**config.mk**
```make
export PLATFORM = sky130hd
export DESIGN_NAME = lcd_scanline_mode_timer_top
export DESIGN_NICKNAME = d
export VERILOG_FILES = /design/src/rtl/lsmt_pkg.sv /design/src/rtl/lcd_scanline_mode_timer_top.sv /design/src/rtl/lsmt_in_stage.sv /design/src/rtl/lsmt_timing.sv /design/src/rtl/lsmt_out_stage.sv
export SDC_FILE = /design/constraint.sdc
export NUM_CORES = 1
export LEC_CHECK = 0
export ABC_AREA = 1
export BUFFER_PORTS_ARGS = -buffer_cell sky130_fd_sc_hd__buf_2
export CORE_UTILIZATION = 25
export CTS_BUF_LIST = sky130_fd_sc_hd__clkbuf_2 sky130_fd_sc_hd__clkbuf_4 sky130_fd_sc_hd__clkbuf_8
export CTS_CLUSTER_DIAMETER = 60
export CTS_CLUSTER_SIZE = 28
export DETAILED_ROUTE_END_ITERATION = 10
export HOLD_SLACK_MARGIN = 0.15
export PLACE_DENSITY = 0.42
export RECOVER_POWER = 50
export SYNTH_ARGS = -nofsm -noshare
export SYNTH_HDL_FRONTEND = slang
export SYNTH_SLANG_ARGS = --single-unit
export TNS_END_PERCENT = 20
```
**constraint.sdc**
```tcl
create_clock -name clk -period 3.1 [get_ports clk]
set_input_delay 0.31 -clock clk [delete_from_list [all_inputs] [get_ports clk]]
set_output_delay 0.31 -clock clk [all_outputs]
set_load 0.005 [all_outputs]
```
**src/rtl/lsmt_pkg.sv**
```systemverilog
// Shared types and timing constants for the LCD scanline mode timer.
package lsmt_pkg;

	localparam int unsigned TicksW  = 8;
	localparam int unsigned LineW   = 8;
	localparam int unsigned EnW     = 4;
	localparam int unsigned FrameW  = 18;
	localparam int unsigned VblW    = 10;
	localparam int unsigned PhaseW  = 9;
	localparam int unsigned SDataW  = 24;
	localparam int unsigned MDataW  = 16;

	localparam logic [FrameW-1:0] VISIBLE_END = 18'd65664;
	localparam logic [FrameW-1:0] FRAME_TOTAL = 18'd70224;
	localparam logic [PhaseW:0]   LINE_CYCLES = 10'd456;
	localparam logic [PhaseW-1:0] OAM_END     = 9'd80;
	localparam logic [PhaseW-1:0] XFER_END    = 9'd252;
	localparam logic [LineW-1:0]  LAST_LINE   = 8'd153;
	localparam logic [VblW-1:0]   VBL_OFFSET  = VISIBLE_END[VblW-1:0];

	localparam int unsigned EN_HBLANK = 0;
	localparam int unsigned EN_VBLANK = 1;
	localparam int unsigned EN_OAM    = 2;
	localparam int unsigned EN_MATCH  = 3;

	typedef enum logic [1:0] {
		MODE_HBLANK = 2'd0,
		MODE_VBLANK = 2'd1,
		MODE_OAM    = 2'd2,
		MODE_XFER   = 2'd3
	} mode_t;

	typedef struct packed {
		logic [EnW-1:0]   irq_enables;
		logic [LineW-1:0] line_compare;
		logic [TicksW-1:0] ticks;
	} item_t;

	typedef struct packed {
		logic             render_line;
		logic             vblank_irq;
		logic             stat_irq;
		logic             coincidence;
		logic [LineW-1:0] line;
		mode_t            mode;
	} result_t;

	typedef struct packed {
		logic fire;
		logic advance;
	} flow_t;

endpackage

```
**src/rtl/lcd_scanline_mode_timer_top.sv**
```systemverilog
// Top level of the LCD scanline mode timer.
//
//  Channel   Dir  Fields (tdata, low bit up)
//  s_axis    in   ticks[7:0] line_compare[15:8] irq_enables[19:16] pad[23:20]
//  m_axis    out  mode[1:0] line[9:2] coincidence[10] stat_irq[11]
//                 vblank_irq[12] render_line[13] pad[15:14]
//
// One transaction per cycle while the output does not stall; input and result are registered.
// The state update is one pass of add and compare logic between the input
// register and the result register. Reset sets mode to OAM read, counters
// and line to zero. A stalled result holds; the input side stalls only
// when both registers are full.
module lcd_scanline_mode_timer_top
	import lsmt_pkg::*;
(
	input  logic              clk,
	input  logic              arst_n,
	input  logic              s_axis_tvalid,
	output logic              s_axis_tready,
	input  logic [SDataW-1:0] s_axis_tdata,  // ticks, line_compare, irq_enables, pad
	output logic              m_axis_tvalid,
	input  logic              m_axis_tready,
	output logic [MDataW-1:0] m_axis_tdata   // mode, line, coincidence, stat_irq,
	                                         // vblank_irq, render_line, pad
);

	flow_t   flow;
	logic    valid_s1;
	item_t   item_s1;
	result_t result;

	lsmt_in_stage u_in (
		.clk      (clk),
		.arst_n   (arst_n),
		.in_valid (s_axis_tvalid),
		.in_ready (s_axis_tready),
		.in_data  (s_axis_tdata),
		.advance  (flow.advance),
		.valid_s1 (valid_s1),
		.item_s1  (item_s1)
	);

	lsmt_timing u_timing (
		.clk     (clk),
		.arst_n  (arst_n),
		.fire    (flow.fire),
		.item_s1 (item_s1),
		.result  (result)
	);

	lsmt_out_stage u_out (
		.clk       (clk),
		.arst_n    (arst_n),
		.valid_s1  (valid_s1),
		.result    (result),
		.flow      (flow),
		.out_valid (m_axis_tvalid),
		.out_ready (m_axis_tready),
		.out_data  (m_axis_tdata)
	);

endmodule

```
**src/rtl/lsmt_in_stage.sv**
```systemverilog
// Input register stage of the scanline mode timer.
module lsmt_in_stage
	import lsmt_pkg::*;
(
	input  logic              clk,
	input  logic              arst_n,
	input  logic              in_valid,
	output logic              in_ready,
	input  logic [SDataW-1:0] in_data,
	input  logic              advance,
	output logic              valid_s1,
	output item_t             item_s1
);

	logic valid_q;

	assign in_ready = !valid_q || advance;
	assign valid_s1 = valid_q;

	always_ff @(posedge clk or negedge arst_n) begin
		if (!arst_n) begin
			valid_q <= 1'b0;
		end else if (in_ready) begin
			valid_q <= in_valid;
		end
	end

	always_ff @(posedge clk) begin
		if (in_valid && in_ready) begin
			item_s1 <= item_t'(in_data[$bits(item_t)-1:0]);
		end
	end

endmodule

```
**src/rtl/lsmt_timing.sv**
```systemverilog
// Frame, line and display mode state with its next-state logic.
module lsmt_timing
	import lsmt_pkg::*;
(
	input  logic    clk,
	input  logic    arst_n,
	input  logic    fire,
	input  item_t   item_s1,
	output result_t result
);

	logic [FrameW-1:0] frame_q;
	logic [PhaseW-1:0] phase_q;
	logic [VblW-1:0]   vbl_q;
	mode_t             mode_q;
	logic [LineW-1:0]  line_q;
	logic              match_q;

	logic [FrameW-1:0] frame_sum, frame_d;
	logic [PhaseW:0]   phase_sum;
	logic [PhaseW-1:0] phase_add, phase_d;
	logic [VblW-1:0]   vbl_sum, vbl_d;
	mode_t             mode_d;
	logic [LineW-1:0]  line_d, line_inc;
	logic              match_d, stat, vbl_irq, render;
	logic              neg, oam;

	assign frame_sum = frame_q + {{(FrameW-TicksW){1'b0}}, item_s1.ticks};
	assign neg       = frame_sum[FrameW-1];
	assign phase_sum = {1'b0, phase_q} + {{(PhaseW+1-TicksW){1'b0}}, item_s1.ticks};
	assign phase_add = (phase_sum >= LINE_CYCLES) ? PhaseW'(phase_sum - LINE_CYCLES)
	                                              : phase_sum[PhaseW-1:0];
	assign phase_d   = frame_q[FrameW-1] ? frame_sum[PhaseW-1:0] : phase_add;
	assign oam       = neg || (phase_d < OAM_END);
	assign line_inc  = line_q + 8'd1;
	assign vbl_sum   = vbl_q + {{(VblW-TicksW){1'b0}}, item_s1.ticks};

	always_comb begin
		frame_d = frame_sum;
		vbl_d   = vbl_q;
		mode_d  = mode_q;
		line_d  = line_q;
		match_d = match_q;
		stat    = 1'b0;
		vbl_irq = 1'b0;
		render  = 1'b0;
		if (neg || frame_sum < VISIBLE_END) begin
			if (oam) begin
				if (mode_q != MODE_OAM) begin
					if (mode_q != MODE_VBLANK) begin
						line_d  = line_inc;
						match_d = (line_inc == item_s1.line_compare);
						stat    = match_d && item_s1.irq_enables[EN_MATCH];
					end
					mode_d = MODE_OAM;
					if (item_s1.irq_enables[EN_OAM]) begin
						stat = 1'b1;
					end
				end
			end else if (phase_d < XFER_END) begin
				mode_d = MODE_XFER;
			end else if (mode_q != MODE_HBLANK) begin
				mode_d = MODE_HBLANK;
				render = 1'b1;
				stat   = item_s1.irq_enables[EN_HBLANK];
			end
		end else if (mode_q != MODE_VBLANK) begin
			mode_d  = MODE_VBLANK;
			vbl_d   = frame_sum[VblW-1:0] - VBL_OFFSET;
			stat    = item_s1.irq_enables[EN_VBLANK];
			vbl_irq = 1'b1;
		end else begin
			vbl_d = vbl_sum;
			if (vbl_sum >= LINE_CYCLES) begin
				vbl_d   = vbl_sum - LINE_CYCLES;
				line_d  = line_inc;
				match_d = (line_inc == item_s1.line_compare);
				stat    = match_d && item_s1.irq_enables[EN_MATCH];
				if (line_inc == LAST_LINE) begin
					frame_d = frame_sum - FRAME_TOTAL;
					line_d  = '0;
					match_d = (item_s1.line_compare == '0);
					if (match_d && item_s1.irq_enables[EN_MATCH]) begin
						stat = 1'b1;
					end
				end
			end
		end
	end

	always_ff @(posedge clk or negedge arst_n) begin
		if (!arst_n) begin
			frame_q <= '0;
			phase_q <= '0;
			vbl_q   <= '0;
			mode_q  <= MODE_OAM;
			line_q  <= '0;
			match_q <= 1'b0;
		end else if (fire) begin
			frame_q <= frame_d;
			phase_q <= phase_d;
			vbl_q   <= vbl_d;
			mode_q  <= mode_d;
			line_q  <= line_d;
			match_q <= match_d;
		end
	end

	always_comb begin
		result.mode        = mode_d;
		result.line        = line_d;
		result.coincidence = match_d;
		result.stat_irq    = stat;
		result.vblank_irq  = vbl_irq;
		result.render_line = render;
	end

endmodule

```
**src/rtl/lsmt_out_stage.sv**
```systemverilog
// Result register stage of the scanline mode timer.
module lsmt_out_stage
	import lsmt_pkg::*;
(
	input  logic              clk,
	input  logic              arst_n,
	input  logic              valid_s1,
	input  result_t           result,
	output flow_t             flow,
	output logic              out_valid,
	input  logic              out_ready,
	output logic [MDataW-1:0] out_data
);

	logic    valid_s2;
	result_t result_s2;

	assign flow.advance = !valid_s2 || out_ready;
	assign flow.fire    = valid_s1 && flow.advance;
	assign out_valid    = valid_s2;
	assign out_data     = {{(MDataW-$bits(result_t)){1'b0}}, result_s2};

	always_ff @(posedge clk or negedge arst_n) begin
		if (!arst_n) begin
			valid_s2 <= 1'b0;
		end else if (flow.advance) begin
			valid_s2 <= valid_s1;
		end
	end

	always_ff @(posedge clk) begin
		if (flow.fire) begin
			result_s2 <= result;
		end
	end

endmodule

```
==> impl_metrics.csv <==
group,metric,value,unit
setup_path,worstRegToRegCells,18,
floorplan,die_area,26400,um^2
clock_network,cts-root-buf,"clkbuf_8",
clock_network,htreeDepth,3,
logic_synthesis,synthXorXnorAreaFrac,4.41,%
placed_design,gp_congestion,0.797,
placed_design,dp_cells,1279,
drt,drt-total-wl,18.6,mm
drt,via_count,5925,
global_route,grt_pass1_wl,29.5,mm
logic_synthesis,yosys.area_share.simple,35.4,%
setup_path,slowest_stage,"edfxtp_1",
floorplan,core_area,25300,um^2
setup_path,crit_path_max_incr_delay,450,ps
logic_synthesis,ys_types,56,
setup_path,cp.arrival,3200,ps
global_route,grt_max_degree,38,
setup_path,rr_endpoint,"u_out.out_data[5]",
clock_network,cts_buffer_depth,2,
run,cap_violations,2,
floorplan,die_h,163,um
global_route,grt_pass1_vias,5581,
final_layout,regArea,2270,um^2
timing,setup_viol,0,
clock_network,clock_latency,380,ps
timing,worst_slew_pin_slew,1960,ps
final_layout,n_antenna_cell,0,
logic_synthesis,synth.area.top_cells,"dfrtp_1, nand2_1, edfxtp_1",
global_route,grt_overflow_total,0,
floorplan,core.rowCount,58,
logic_synthesis,avgSynthCellArea,7.33,um^2
global_route,antenna_found_initial,0,
timing,period_minus_slack,3070,ps
global_route,use_met2,23.4,%
logic_synthesis,synth-seq-cells,84,
timing,period_share,98.9,%
global_route,met1_usage,20.1,%
logic_synthesis,synthMuxAreaShare,0,%
logic_synthesis,async_flop_share,59.5,%
setup_path,crit_start,"u_in.item_s1[0]",
power,p_comb_share,66.4,%
drt,drtIter0Drc,295,
timing,fmax,326,MHz
timing,finClkSkew,14.4,ps
logic_synthesis,yosysTopAreaCell,"dfrtp_1",
timing,fin_ws,34.8,ps
power,p_leak,4.02,nW
final_layout,drive_gt1_share,26.2,%
drt,firstDrtPassIters,4,
logic_synthesis,synth_most_common_cell,"nand2_1",
power,p_sw,3.89,mW
clock_network,cts_tree,"yes",
run_status,violations,"capacitance limit, slew limit",
logic_synthesis,synth_top_family_by_area,"simple AND/OR/NAND/NOR gates",
global_route,grtUsageMet3,1.81,%
setup_path,cp_data_required_time,3230,ps
clock_network,cts.sinks,84,
logic_synthesis,synth_adder_area_share,6.95,%
setup_path,r2r_setup_slack,30,ps
logic_synthesis,ys_seq_area_share,35.3,%
clock_network,cts_buffers,9,
floorplan,io_pins,46,
power,p_seq_share,21.4,%
placed_design,portBuffers,39,
logic_synthesis,synth_flop_cell,"dfrtp_1",
setup_path,crit_path_end,"u_out.out_data[5]",
global_route,grtUsageTotal,14.4,%
floorplan,die_width,163,um
logic_synthesis,ys_warn_count,0,
power,vdd_drop_max,0.480,mV
final_layout,area_growth,31.3,%
power,p_per_area,965,nW/um^2
timing,rsz0062_at_grt,"true",
final_layout,finish.utilization,33.5,%
power,clockPowerShare,12.2,%
timing,maxSlewViolCount,53,
final_layout,num-fill-cells,2711,
logic_synthesis,synth_edf_count,34,
setup_path,cp_cell_sequence,"buf_4 -> ha_4 -> fa_2 -> nand3_4 -> nor2_4 -> nor2_4 -> o21ai_4 -> buf_4 -> xor2_2 -> buf_4 -> nand2_1 -> nand2_2 -> nor2_4 -> nand2_8 -> buf_4 -> nand3_2 -> nand3_2 -> and2_1",
logic_synthesis,netlist_instances,879,
setup_path,cp_common_cell,"buf_4",
floorplan,initial_core_util,25.5,%
drt,post-route-drc-count,0,
worst_hold_path,hold_class,"input pin to flip-flop",
logic_synthesis,synthTopCellsByCount,"nand2_1, inv_1, nand3_1",
run_status,status,"finished with violations",
global_route,top_usage_layer,"met2",
timing,slew_headroom,-30.4,%
setup_path,crit_path_end_kind,"flip-flop",
setup_path,crit_fanout,5,
setup_path,start_kind,"flip-flop",
logic_synthesis,syn_area,6450,um^2
power,switching_share,47.7,%
placed_design,place_hpwl,13.7,mm
setup_path,critPathKind,"flip-flop to flip-flop",
placed_design,post-place-ws,-30.3,ps
logic_synthesis,synth_top_area_share,19.0,%
power,internal_power,4.27,mW
setup_path,r2r-start,"u_in.item_s1[0]",
clock_network,path_clk_slew,90,ps
final_layout,fin_cells,1342,
drt,ant_nets,0,
final_layout,multi_input_area,4110,um^2
logic_synthesis,synth_compound_area_share,9.84,%
final_layout,fin_nets,1069,
drt,avgViaCountPerCell,4.42,
drt,wl_per_cell,13.8,um
timing,finalHoldViolCount,0,
==> power groups by stage <==
stage | sequential (mW) | combinational, mW | clock, mW
after global placement | 1.75 | 4.49 | 0
after floorplan | 1.68 | 3.14 | 0
after CTS | 1.74 | 4.61 | 1.03
after detailed placement | 1.75 | 4.49 | 0
final | 1.75 | 5.42 | 0.996
after global routing | 1.79 | 6.08 | 1.08
==> cell usage in the layout, fill, tap and decap left out, types with 5 or more instances in the layout <==
master	Yosys	routed
o211ai_1	5	5
buf_2	5	33
nand3_2	5	12
ha_4	0	14
o21ai_0	43	40
nor3_1	6	6
nor2_1	32	31
nand3_1	78	70
clkbuf_8	0	9
nand2_1	311	285
dlygate4sd3_1	0	22
nand2_2	17	41
ha_1	31	16
inv_2	9	12
inv_1	90	84
nor2_4	4	9
edfxtp_1	34	34
buf_6	3	5
nand3b_1	5	5
nand4_1	10	10
a21oi_1	20	18
xnor2_1	5	5
buf_4	5	66
nand2_4	7	9
clkbuf_1	10	7
o21ai_1	15	17
a21oi_2	4	6
dfrtp_1	49	49
xor2_1	20	18
==> metrics by stage <==
stage	area [um^2]	power [mW]	TNS (ps)	hold slack [ps]
2_1_floorplan	6450	4.82	0	14.4
3_3_place_gp	7350	6.24	-158	462
3_5_place_dp	7350	6.23	-79.3	469
4_1_cts	7900	7.37	-2.01	199
5_1_grt	8460	8.94	-2380	228
6_report	8460	8.16	0	216
==> how the worst min path moves through the flow <==
stage,from,end,slack (ps),depth (start not counted)
final,m_axis_tready,u_out.out_valid,220,4
after global routing,m_axis_tready,u_out.out_valid,230,4
after CTS,m_axis_tready,u_out.out_valid,200,4
after detailed placement,arst_n,u_timing.line_q[4],470,1
after global placement,arst_n,u_timing.line_q[5],460,1
after floorplan,arst_n,u_in.valid_s1,10,0
==> logic make-up after synthesis <==
| group | after synthesis |
|---|---|
| AO/OA/AOI/OAI | 107 |
| XOR/XNOR | 29 |
| adder cells (fa/ha/maj) | 34 |
| buffers and inverters | 125 |
| flip-flops | 84 |
| other | 1 |
| AND/OR/NAND/NOR | 499 |
==> worst max-delay path: cells and delay by family (launching register included) <==
| kind | cells | cell delay, ps |
|---|---|---|
| XOR/XNOR | 1 | 150 |
| buffers and inverters | 4 | 640 |
| flip-flops | 1 | 450 |
| AO/OA/AOI/OAI | 1 | 100 |
| adder cells (fa/ha/maj) | 2 | 530 |
| AND/OR/NAND/NOR | 10 | 950 |
==> cell type report <==
cell class | count | share of cell area (%)
flip-flops and latches | 84 | 26.9
clock buffers | 12 | 1.73
clock inverters | 4 | 1.17
repair buffers | 136 | 12.1
well taps | 330 | 4.88
multi-input cells | 674 | 48.5
inverters | 102 | 4.76
==> state kept, by name, indices dropped and copies added, names as in the netlist <==
register          cells
u_in.item_s1         20
u_timing.frame_q     18
u_out.out_data       14
u_timing.vbl_q       10
u_timing.phase_q      9
u_timing.line_q       8
u_timing.mode_q       2
u_in.valid_s1         1
u_out.out_valid       1
u_timing.match_q      1
==> timing repair <==
action	in CTS	in global routing
cloned	0	3
buffers inserted	3	19
setup endpoints to repair	15	49
hold endpoints to repair	50	0
hold buffers	22	0
resized for setup	9	86
pin swaps	4	30
==> per-layer routing <==
layer | wire length [um] | part of all wire (%)
met1 | 9520 | 51
met2 | 8560 | 46
met3 | 303 | 1.6
met4 | 167 | 0.90
met5 | 0 | 0
(Power assumes the default switching activity.)
